==> src/hw/rtl/mmc_sniff_pkg.sv <==
// ----------------------------------------------------------------------------
// mmc_sniff_pkg
// Constants and stream field layout for the MMC/SD bus deframer.
// ----------------------------------------------------------------------------
package mmc_sniff_pkg;

	localparam int MAX_BLOCK_BYTES_DEF = 4096;

	localparam int BLK_W     = 13;
	localparam int OFF_W     = 12;
	localparam int FRAME_BITS = 48;
	localparam int CMD_CNT_W = 6;

	localparam logic [BLK_W-1:0] BLOCK_BYTES_RST = 13'h208;
	localparam logic             SKIP_RST        = 1'b1;

	localparam logic [3:0] NIB_START = 4'h0;
	localparam logic [3:0] NIB_IDLE  = 4'hF;
	localparam logic [3:0] NIB_BUSY  = 4'hE;

	// configuration register indexes
	localparam int          CFG_IDX_W    = 2;
	localparam logic [1:0]  REG_BLOCK_BYTES = 2'd0;
	localparam logic [1:0]  REG_SKIP        = 2'd1;

	// dat_error codes
	localparam logic [1:0] DERR_NONE = 2'd0;
	localparam logic [1:0] DERR_IDLE = 2'd1;
	localparam logic [1:0] DERR_STOP = 2'd2;
	localparam logic [1:0] DERR_RSVD = 2'd3;

	// stream widths
	localparam int IN_TDATA_W  = 8;
	localparam int OUT_TDATA_W = 72;
	localparam int OUT_TUSER_W = 2;

	// output tuser bits
	localparam int TU_CMD_VALID  = 0;
	localparam int TU_DATA_VALID = 1;

	// output tdata field positions (lsb)
	localparam int TD_BYTE_LSB = 47;
	localparam int TD_OFF_LSB  = 55;
	localparam int TD_LOST     = 67;
	localparam int TD_ERR_LSB  = 68;

endpackage

==> src/hw/rtl/mmc_bus_sniffer_deframer_top.sv <==
// ----------------------------------------------------------------------------
// mmc_bus_sniffer_deframer_top
// MMC/SD 4-bit bus sniffer: command frame and data block deframer.
// ----------------------------------------------------------------------------
// Usage:
//   s_axis carries one bus sample per request: tdata[3:0] DAT lines,
//   tdata[4] CMD line, tdata[5] capture overflow flag.
//   m_axis carries decoded events: a finished 48-bit command frame, a data
//   byte with its block offset, an end-of-block (tlast) with stop check,
//   the overflow copy and idle/stop nibble errors. Samples that produce
//   no event produce no request on m_axis.
//   cfg writes block_bytes (index 0) or skip_after_start (index 1); cfg_ready
//   is always high. Write only while the stream is quiet.
// Timing:
//   One sample accepted per cycle unless m_axis stalls; an event is registered
//   and shows on m_axis in the cycle after its sample is accepted. Everything
//   is decoded combinationally between state registers and output register.
// Reset:
//   Both deframers go idle, block_bytes = 520, skip_after_start = 1,
//   output register empty.
// Stall:
//   While m_axis holds an event that is not taken, s_axis_tready is low
//   and the output register keeps its contents.
// ----------------------------------------------------------------------------
module mmc_bus_sniffer_deframer_top #(
	parameter int MAX_BLOCK_BYTES = mmc_sniff_pkg::MAX_BLOCK_BYTES_DEF
) (
	input  logic clk,
	input  logic arst_n,

	input  logic                                   s_axis_tvalid,
	output logic                                   s_axis_tready,
	// [3:0] dat_nibble, [4] cmd_line, [5] capture_overflow, [7:6] zero
	input  logic [mmc_sniff_pkg::IN_TDATA_W-1:0]   s_axis_tdata,

	output logic                                   m_axis_tvalid,
	input  logic                                   m_axis_tready,
	// [0] transmission_bit, [6:1] command_index, [38:7] command_argument,
	// [45:39] command_crc, [46] command_end_bit, [54:47] data_byte,
	// [66:55] byte_offset, [67] lost_data, [69:68] dat_error, [71:70] zero
	output logic [mmc_sniff_pkg::OUT_TDATA_W-1:0]  m_axis_tdata,
	// [0] cmd_valid, [1] data_valid
	output logic [mmc_sniff_pkg::OUT_TUSER_W-1:0]  m_axis_tuser,
	// block_done
	output logic                                   m_axis_tlast,

	input  logic                                   cfg_valid,
	output logic                                   cfg_ready,
	input  logic [mmc_sniff_pkg::CFG_IDX_W-1:0]    cfg_index,
	input  logic [mmc_sniff_pkg::BLK_W-1:0]        cfg_data
);

	localparam int CNT_W = $clog2(MAX_BLOCK_BYTES + 1);
	localparam int CMP_W = (CNT_W > mmc_sniff_pkg::BLK_W) ? CNT_W : mmc_sniff_pkg::BLK_W;
	localparam int CC_W  = mmc_sniff_pkg::CMD_CNT_W;

	localparam logic [2:0] PH_IDLE = 3'd0;
	localparam logic [2:0] PH_SKIP = 3'd1;
	localparam logic [2:0] PH_HIGH = 3'd2;
	localparam logic [2:0] PH_LOW  = 3'd3;
	localparam logic [2:0] PH_STOP = 3'd4;

	// config
	logic [mmc_sniff_pkg::BLK_W-1:0] block_bytes_q;
	logic                            skip_q;

	// state
	logic             cmd_active_q;
	logic [47:0]      cmd_shift_q;
	logic [CC_W-1:0]  cmd_cnt_q;
	logic [2:0]       phase_q;
	logic [CNT_W-1:0] byte_cnt_q;
	logic [3:0]       high_nib_q;

	// output register
	logic        out_valid_q;
	logic        cmd_valid_q;
	logic        tbit_q;
	logic [5:0]  idx_q;
	logic [31:0] arg_q;
	logic [6:0]  crc_q;
	logic        endb_q;
	logic        data_valid_q;
	logic [7:0]  byte_q;
	logic [mmc_sniff_pkg::OFF_W-1:0] off_q;
	logic        done_q;
	logic        lost_q;
	logic [1:0]  err_q;

	// sample fields
	logic [3:0] dat;
	logic       cmd;
	logic       ovf;
	logic       accept;

	// next-state logic
	logic             cmd_take;
	logic [47:0]      shift_nx;
	logic [CC_W-1:0]  cnt_inc;
	logic             frame_end;
	logic [2:0]       phase_nx;
	logic [CNT_W-1:0] byte_cnt_nx;
	logic [CNT_W-1:0] byte_inc;
	logic [3:0]       high_nib_nx;
	logic             dv;
	logic             done;
	logic [1:0]       err;
	logic [CMP_W-1:0] eff_len;
	logic             res_any;

	assign dat    = s_axis_tdata[3:0];
	assign cmd    = s_axis_tdata[4];
	assign ovf    = s_axis_tdata[5];
	assign s_axis_tready = !out_valid_q || m_axis_tready;
	assign accept = s_axis_tvalid && s_axis_tready;
	assign cfg_ready = 1'b1;

	// command deframer
	assign cmd_take  = cmd_active_q || !cmd;
	assign shift_nx  = {cmd_shift_q[46:0], cmd};
	assign cnt_inc   = cmd_cnt_q + CC_W'(1);
	assign frame_end = cmd_take && (cnt_inc >= CC_W'(mmc_sniff_pkg::FRAME_BITS));

	// effective block length: zero acts as one, clamp to MAX_BLOCK_BYTES
	always_comb begin
		if (block_bytes_q == '0) begin
			eff_len = CMP_W'(1);
		end else if (CMP_W'(block_bytes_q) > CMP_W'(MAX_BLOCK_BYTES)) begin
			eff_len = CMP_W'(MAX_BLOCK_BYTES);
		end else begin
			eff_len = CMP_W'(block_bytes_q);
		end
	end

	assign byte_inc = byte_cnt_q + CNT_W'(1);

	// data deframer
	always_comb begin
		phase_nx    = phase_q;
		byte_cnt_nx = byte_cnt_q;
		high_nib_nx = high_nib_q;
		dv          = 1'b0;
		done        = 1'b0;
		err         = mmc_sniff_pkg::DERR_NONE;
		case (phase_q)
			PH_IDLE: begin
				if (dat == mmc_sniff_pkg::NIB_START) begin
					byte_cnt_nx = '0;
					phase_nx    = skip_q ? PH_SKIP : PH_HIGH;
				end else if (dat != mmc_sniff_pkg::NIB_IDLE &&
						dat != mmc_sniff_pkg::NIB_BUSY) begin
					err = mmc_sniff_pkg::DERR_IDLE;
				end
			end
			PH_SKIP: begin
				byte_cnt_nx = '0;
				phase_nx    = PH_HIGH;
			end
			PH_HIGH: begin
				high_nib_nx = dat;
				phase_nx    = PH_LOW;
			end
			PH_LOW: begin
				dv          = 1'b1;
				byte_cnt_nx = byte_inc;
				phase_nx    = (CMP_W'(byte_inc) >= eff_len) ? PH_STOP : PH_HIGH;
			end
			default: begin
				// stop sample
				done     = 1'b1;
				phase_nx = PH_IDLE;
				if (dat != mmc_sniff_pkg::NIB_IDLE) begin
					err = mmc_sniff_pkg::DERR_STOP;
				end
			end
		endcase
	end

	assign res_any = frame_end || dv || done || ovf || (err != mmc_sniff_pkg::DERR_NONE);

	// configuration
	always_ff @(posedge clk or negedge arst_n) begin
		if (!arst_n) begin
			block_bytes_q <= mmc_sniff_pkg::BLOCK_BYTES_RST;
			skip_q        <= mmc_sniff_pkg::SKIP_RST;
		end else if (cfg_valid) begin
			case (cfg_index)
				mmc_sniff_pkg::REG_BLOCK_BYTES: block_bytes_q <= cfg_data;
				mmc_sniff_pkg::REG_SKIP:        skip_q        <= cfg_data[0];
				default: ;
			endcase
		end
	end

	// deframer state
	always_ff @(posedge clk or negedge arst_n) begin
		if (!arst_n) begin
			cmd_active_q <= 1'b0;
			cmd_shift_q  <= '0;
			cmd_cnt_q    <= '0;
			phase_q      <= PH_IDLE;
			byte_cnt_q   <= '0;
			high_nib_q   <= '0;
		end else if (accept) begin
			if (cmd_take) begin
				if (frame_end) begin
					cmd_active_q <= 1'b0;
					cmd_shift_q  <= '0;
					cmd_cnt_q    <= '0;
				end else begin
					cmd_active_q <= 1'b1;
					cmd_shift_q  <= shift_nx;
					cmd_cnt_q    <= cnt_inc;
				end
			end
			phase_q    <= phase_nx;
			byte_cnt_q <= byte_cnt_nx;
			high_nib_q <= high_nib_nx;
		end
	end

	// output valid
	always_ff @(posedge clk or negedge arst_n) begin
		if (!arst_n) begin
			out_valid_q <= 1'b0;
		end else if (accept) begin
			out_valid_q <= res_any;
		end else if (m_axis_tready) begin
			out_valid_q <= 1'b0;
		end
	end

	// output payload
	always_ff @(posedge clk) begin
		if (accept && res_any) begin
			cmd_valid_q  <= frame_end;
			tbit_q       <= frame_end ? shift_nx[46] : 1'b0;
			idx_q        <= frame_end ? shift_nx[45:40] : 6'd0;
			arg_q        <= frame_end ? shift_nx[39:8] : 32'd0;
			crc_q        <= frame_end ? shift_nx[7:1] : 7'd0;
			endb_q       <= frame_end ? shift_nx[0] : 1'b0;
			data_valid_q <= dv;
			byte_q       <= dv ? {high_nib_q, dat} : 8'd0;
			off_q        <= dv ? mmc_sniff_pkg::OFF_W'(byte_cnt_q) : '0;
			done_q       <= done;
			lost_q       <= ovf;
			err_q        <= err;
		end
	end

	assign m_axis_tvalid = out_valid_q;
	assign m_axis_tdata  = {2'b00, err_q, lost_q, off_q, byte_q, endb_q, crc_q, arg_q,
		idx_q, tbit_q};
	assign m_axis_tuser  = {data_valid_q, cmd_valid_q};
	assign m_axis_tlast  = done_q;

endmodule

==> config.mk <==
export PLATFORM = sky130hd
export DESIGN_NAME = mmc_bus_sniffer_deframer_top
export DESIGN_NICKNAME = d
export VERILOG_FILES = /design/src/hw/rtl/mmc_sniff_pkg.sv /design/src/hw/rtl/mmc_bus_sniffer_deframer_top.sv
export SDC_FILE = /design/constraint.sdc
export NUM_CORES = 1
export LEC_CHECK = 0
export BUFFER_PORTS_ARGS = -buffer_cell sky130_fd_sc_hd__buf_2
export CAP_MARGIN = 20
export CORE_ASPECT_RATIO = 0.75
export CORE_UTILIZATION = 33
export CTS_CLUSTER_SIZE = 14
export DETAILED_ROUTE_END_ITERATION = 6
export MAX_ROUTING_LAYER = met4
export PLACE_DENSITY = 0.59
export SYNTH_ARGS = -nofsm -noshare
export SYNTH_HDL_FRONTEND = slang
export SYNTH_SLANG_ARGS = --single-unit
==> constraint.sdc <==
create_clock -name clk -period 13.5 [get_ports clk]
set_clock_uncertainty 0.1 [all_clocks]
set_input_delay 0 -clock clk [delete_from_list [all_inputs] [get_ports clk]]
set_output_delay 0 -clock clk [all_outputs]
set_load 0.02 [all_outputs]
After elaboration in Yosys (flattened, before gate mapping)
Index checks and enable logic that the tools add are counted.

storage, ports and cells
  register bits = 161
  output and inout bits = 78
  word-level logic and storage cells = 79

operators by class
  add/subtract/negate cells = 2
  order comparisons = 3
  eq/ne operators = 7
  multiplexer cells = 19
  reduce and logical (&&, ||, !) cells = 27

operators by type and width
  cell                                                              count
  46-bit two-way mux                                                1
  13-bit two-way mux                                                3
  13-bit case mux with 3 select lines                               1
  13-bit by 1-bit adder with 13-bit output (second input constant)  1
  13-bit greater-or-equal comparator                                1
  13-bit greater-than comparator (second input constant)            1
  13-bit logical NOT                                                1
  3-bit case mux with 4 select lines                                1
  2-bit AND reduction                                               5
  4-bit inequality test (second input constant)                     2
  1-bit two-way mux                                                 7
  6-bit by 1-bit adder with 6-bit output (second input constant)    1
  3-bit by 2-bit == test with 1-bit output (second input constant)  2
  6-bit greater-or-equal comparator (second input constant)         1
  1-bit logical OR                                                  6
  3-bit two-way mux                                                 2
  6-bit two-way mux                                                 1
  1-bit logical AND                                                 4
  4-bit logical NOT                                                 1
  2-bit two-way mux                                                 2
  2-bit case mux with 2 select lines                                1
  2-bit nonzero test                                                2
  4-bit OR reduction                                                1
  3-bit by 1-bit == test with 1-bit output (second input constant)  1
  other kinds (8)                                                   9

Longest topological paths before layout
  depth in word-level cells = 8
  mapped depth = 10

Worst setup path before layout
Ideal clock, no wire load.

  kind = register to register
  start = register cmd_cnt_q[0]
  end = register arg_q[0] (enable)
  library setup time = 0.505 ns
  arrival time = 4.346 ns
  data required time = 12.895 ns
  slack = 8.549 ns
  stages on the path, launching flop included = 7
  period minus slack after synthesis = 4.951 ns
  cells stage by stage = dfrtp_1 -> ha_1 -> and3_1 -> mux2_2 -> nand2_1 -> and3_1 -> nor2_1

between the ends
  longest elaborated chain between the ends = 8

ends and longest elaborated chain
  item                                    line                                 text
  start, declared                         mmc_bus_sniffer_deframer_top.sv:70   logic [CC_W-1:0] cmd_cnt_q;
  start signal, assigned                  mmc_bus_sniffer_deframer_top.sv:213  cmd_cnt_q <= cnt_inc;
  6-bit by 1-bit adder with 6-bit output  mmc_bus_sniffer_deframer_top.sv:121  assign cnt_inc = cmd_cnt_q + CC_W'(1);
  6-bit greater-or-equal comparator       mmc_bus_sniffer_deframer_top.sv:122  assign frame_end = cmd_take && (cnt_inc >= CC_W'(mmc_sniff_pkg::FRAME_BITS));
  1-bit logical AND                       mmc_bus_sniffer_deframer_top.sv:122
  1-bit logical OR (4 in a row)           mmc_bus_sniffer_deframer_top.sv:179  assign res_any = frame_end || dv || done || ovf || (err != mmc_sniff_pkg::DERR_NONE);
  1-bit logical AND                       mmc_bus_sniffer_deframer_top.sv:235  if (accept && res_any) begin
  end signal, assigned                    mmc_bus_sniffer_deframer_top.sv:239  arg_q <= frame_end ? shift_nx[39:8] : 32'd0;
  end, declared                           mmc_bus_sniffer_deframer_top.sv:80   logic [31:0] arg_q;

Every way passes these cells.
A chain may end at the register's enable or synchronous reset.

Final worst setup path
  start = register cmd_cnt_q[0]
  end = register off_q[2] (netlist name) (enable)

between the ends
  longest elaborated chain between the ends = 8

ends and longest elaborated chain
  item                                    line                                 text
  6-bit by 1-bit adder with 6-bit output  mmc_bus_sniffer_deframer_top.sv:121
  6-bit greater-or-equal comparator       mmc_bus_sniffer_deframer_top.sv:122
  1-bit logical AND                       mmc_bus_sniffer_deframer_top.sv:122
  1-bit logical OR (4 in a row)           mmc_bus_sniffer_deframer_top.sv:179
  1-bit logical AND                       mmc_bus_sniffer_deframer_top.sv:235
  end signal, assigned                    mmc_bus_sniffer_deframer_top.sv:244  off_q <= dv ? mmc_sniff_pkg::OFF_W'(byte_cnt_q) : '0;
  end, declared                           mmc_bus_sniffer_deframer_top.sv:85   logic [mmc_sniff_pkg::OFF_W-1:0] off_q;

Every way passes these cells.

==> summary.txt <==
========================================================================================
Mean cell area of the mapped netlist                                           11.4 um^2
Top FF cell, synth                                                               dfrtp_1
Insertion delay of the later-clocked pin in the worst-skew pair                   420 ps
Area of the core                                                              20500 um^2
P_leak                                                                           3.84 nW
Ratio of cells with drive above 1 in the final layout                              0.231
Transition time of the tightest slew-check pin                                   1060 ps
Worst-path fanout max                                                                 48
Worst setup path category                                                   flip-flop to flip-flop
Post-synthesis cell type with the largest combined area                         edfxtp_1
Count of unresolved DRC violations after routing                                       0
Largest cells by area after synthesis                                       edfxtp_1, dfrtp_1, nand2_1
Overall die area                                                              21800 um^2
Number of enable-type register cells in the synthesized netlist                       73
Max cap viols                                                                          0
Total number of vias                                                                4770
Final TNS setup                                                                     0 ps
Run status                                                                  complete, no violations
Area of all placed cells without fillers                                       8680 um^2
Detailed-route wire length per cell                                              14.3 um
Leading cell types by count after synthesis                                 nand2_1, dfrtp_1, edfxtp_1
Number of cells upsized or downsized after cts                                         0
Clock transition at the registers of the reported paths                            60 ps
CP Launch Type                                                                 flip-flop
Number of warnings reported in the yosys synthesis log                                 0
Overall overflow remaining after global route                                          0
Synth unique cells                                                                    49
Final critical-path required period                                              3580 ps
Sequential cell area fraction in the yosys report                                  0.629
Initial antenna violation count                                                        0
Maximum number of buffers from clock root to sink                                      2
Async set-reset flop share out of synthesis                                        0.547
Die Y                                                                             128 um
N_diodes                                                                               0
Post-DR vias/cell                                                                   4.62
Pin count of the biggest net entering global routing                                  59
Post-synth top area share                                                          0.314
Critical Path RT                                                                13460 ps
Endpoint class of the critical path                                            flip-flop
WL final                                                                        14800 um
Unrepaired setup endpoints after global routing                                    false
Number of nets with antenna violations after detailed routing                          0
Netlist area before placement                                                  6990 um^2
I/O Buffers                                                                          100
Hpwl dp                                                                          9030 um
Number of max-slew violations in the final report                                      0
Worst-case headroom to the max-slew limit                                          0.286
Setup slack, reg-to-reg                                                          9920 ps
Vias in the first global route                                                      4551
Boundary Pins                                                                        106
Finish-stage setup viols                                                               0
Synthesized netlist cell count                                                       613
Area of placed instances                                                       7700 um^2
Wire length on met3                                                               469 um
Num rows                                                                              45
Filler cell count in the final layout                                               1986
Final period utilization                                                           0.265
Met2 Routed Length                                                               6680 um
IR drop worst, VDD                                                             0.0834 mV
Placer Congestion                                                                  0.794
Hold Vio Cnt, Final                                                                    0
Uppermost layer routed                                                              met4
Cell with the most instances after synthesis                                     nand2_1
P per Cell Area                                                              164 nW/um^2
Signal arrival time at the worst endpoint                                        3540 ps
FF+latch count, synth                                                                161
Global-route usage over all layers                                                 0.150
H-tree levels                                                                          4
M1 WL                                                                            7470 um
Number of clock buffers inserted by TritonCTS                                         17
Fmax achieved                                                                  0.279 GHz
Final net count                                                                      780
Floorplan die width                                                               170 um
Global-route wire length before repair                                          24400 um
Class of the tightest hold or removal check                                 primary input to flip-flop
Area growth from synthesis to layout                                               24.3%
CTS tree                                                                            done
Number of search-and-repair iterations in the first detailed-routing pass              4
Drt first-iter violations                                                            419
Cell chosen for the clock root                                                 clkbuf_16
Clock net sink count                                                                 161
Starting utilization of the core area                                              0.341
========================================================================================
## state kept, by name, summed over array words and instances (netlist names), 2 cells and up
register       flops
cmd_cnt_q          6
crc_q              7
err_q              2
phase_q            3
block_bytes_q     13
byte_cnt_q        13
high_nib_q         4
cmd_shift_q       46
off_q             12
arg_q             32
idx_q              6
byte_q             8
## where the power goes
part           total (W)  internal, W  switching, W
Sequential      0.000673     0.000617     0.0000564
Combinational   0.000293     0.000111      0.000182
Clock           0.000456     0.000247      0.000209
## logic make-up after synthesis
logic type / count (synthesis) / synth area share
AND/OR/NAND/NOR: 254 / 0.180
XOR/XNOR: 11 / 0.0138
multiplexers: 18 / 0.0290
adder cells (fa/ha/maj): 15 / 0.0269
flip-flops: 161 / 0.629
buffers and inverters: 47 / 0.0342
AO/OA/AOI/OAI: 105 / 0.0861
other: 2 / 0.00107
## per-stage QoR
step | utilization | setup WS [ps] | power [W] | hold slack (ps) | cells
detailed placement | 0.376 | 9470 | 0.000960 | -132 | 960
global placement | 0.376 | 9560 | 0.000953 | -133 | 960
floorplan | - | 8550 | 0.000871 | -396 | 614
CTS | 0.422 | 9460 | 0.00144 | 83.8 | 1031
global route | 0.424 | 9570 | 0.00151 | 128 | 1032
finish | 0.424 | 9920 | 0.00142 | 67.4 | 1032
## layout make-up
type / count / area (um^2) / share of cell area
Timing Repair Buffer: 146 / 976 / 0.112
Inverter: 5 / 18.8 / 0.00216
Sequential cell: 161 / 4400 / 0.506
Tap cell: 282 / 353 / 0.0406
Multi-Input combinational cell: 406 / 2380 / 0.274
Clock buffer: 19 / 443 / 0.0510
Clock inverter: 13 / 114 / 0.0131
## layout by cell type (no fill, tap or decap), types with 4 or more instances in the layout
master,n
nand2_1,128
buf_2,99
dfrtp_1,85
edfxtp_1,73
o21ai_0,62
and3_1,54
dlygate4sd3_1,38
and2_1,21
mux2_2,18
nor2_1,17
clkbuf_16,17
ha_1,15
a21oi_1,13
a31oi_1,7
buf_4,7
xnor2_1,6
inv_6,6
xor2_1,5
inv_1,5
a22o_1,5
and4_1,4
nor3_1,4
## metal layers
layer / GRT usage / up-vias
met2: 0.213 / 86
met1: 0.213 / 2275
li1: - / 2397
met5: - / -
met4: 0.0562 / 0
met3: 0.0266 / 12
## path summary, 6_finish.rpt
kind / from / endpoint / cells past startpoint
worst max-delay path: cmd_cnt_q[0]$_DFFE_PN0P_ / off_q[2]$_SDFFCE_PN0P_ / 7
worst max register to register: cmd_cnt_q[0]$_DFFE_PN0P_ / off_q[2]$_SDFFCE_PN0P_ / 7
max in group asynchronous: arst_n / cmd_shift_q[16]$_DFFE_PN0P_ / 4
worst min register to register: cmd_shift_q[45]$_DFFE_PN0P_ / cmd_shift_q[45]$_DFFE_PN0P_ / 2
min in group asynchronous: arst_n / high_nib_q[2]$_DFFE_PN0P_ / 4
worst min-delay path: m_axis_tready / m_axis_tvalid$_DFFE_PN0P_ / 3
## worst max-delay path, stage by stage (launching register included)
cell	delay (ps)
dfrtp_1	430
ha_1	240
and3_1	220
mux2_2	750
nand2_1	190
and3_1	240
nor2_4	490
buf_4	540
## repair_timing
action | in CTS | in global routing
hold endpoints to repair | 62 | 0
buffers inserted | 0 | 0
hold buffers | 39 | 0
No activity file was read; power rests on OpenSTA's default activity.
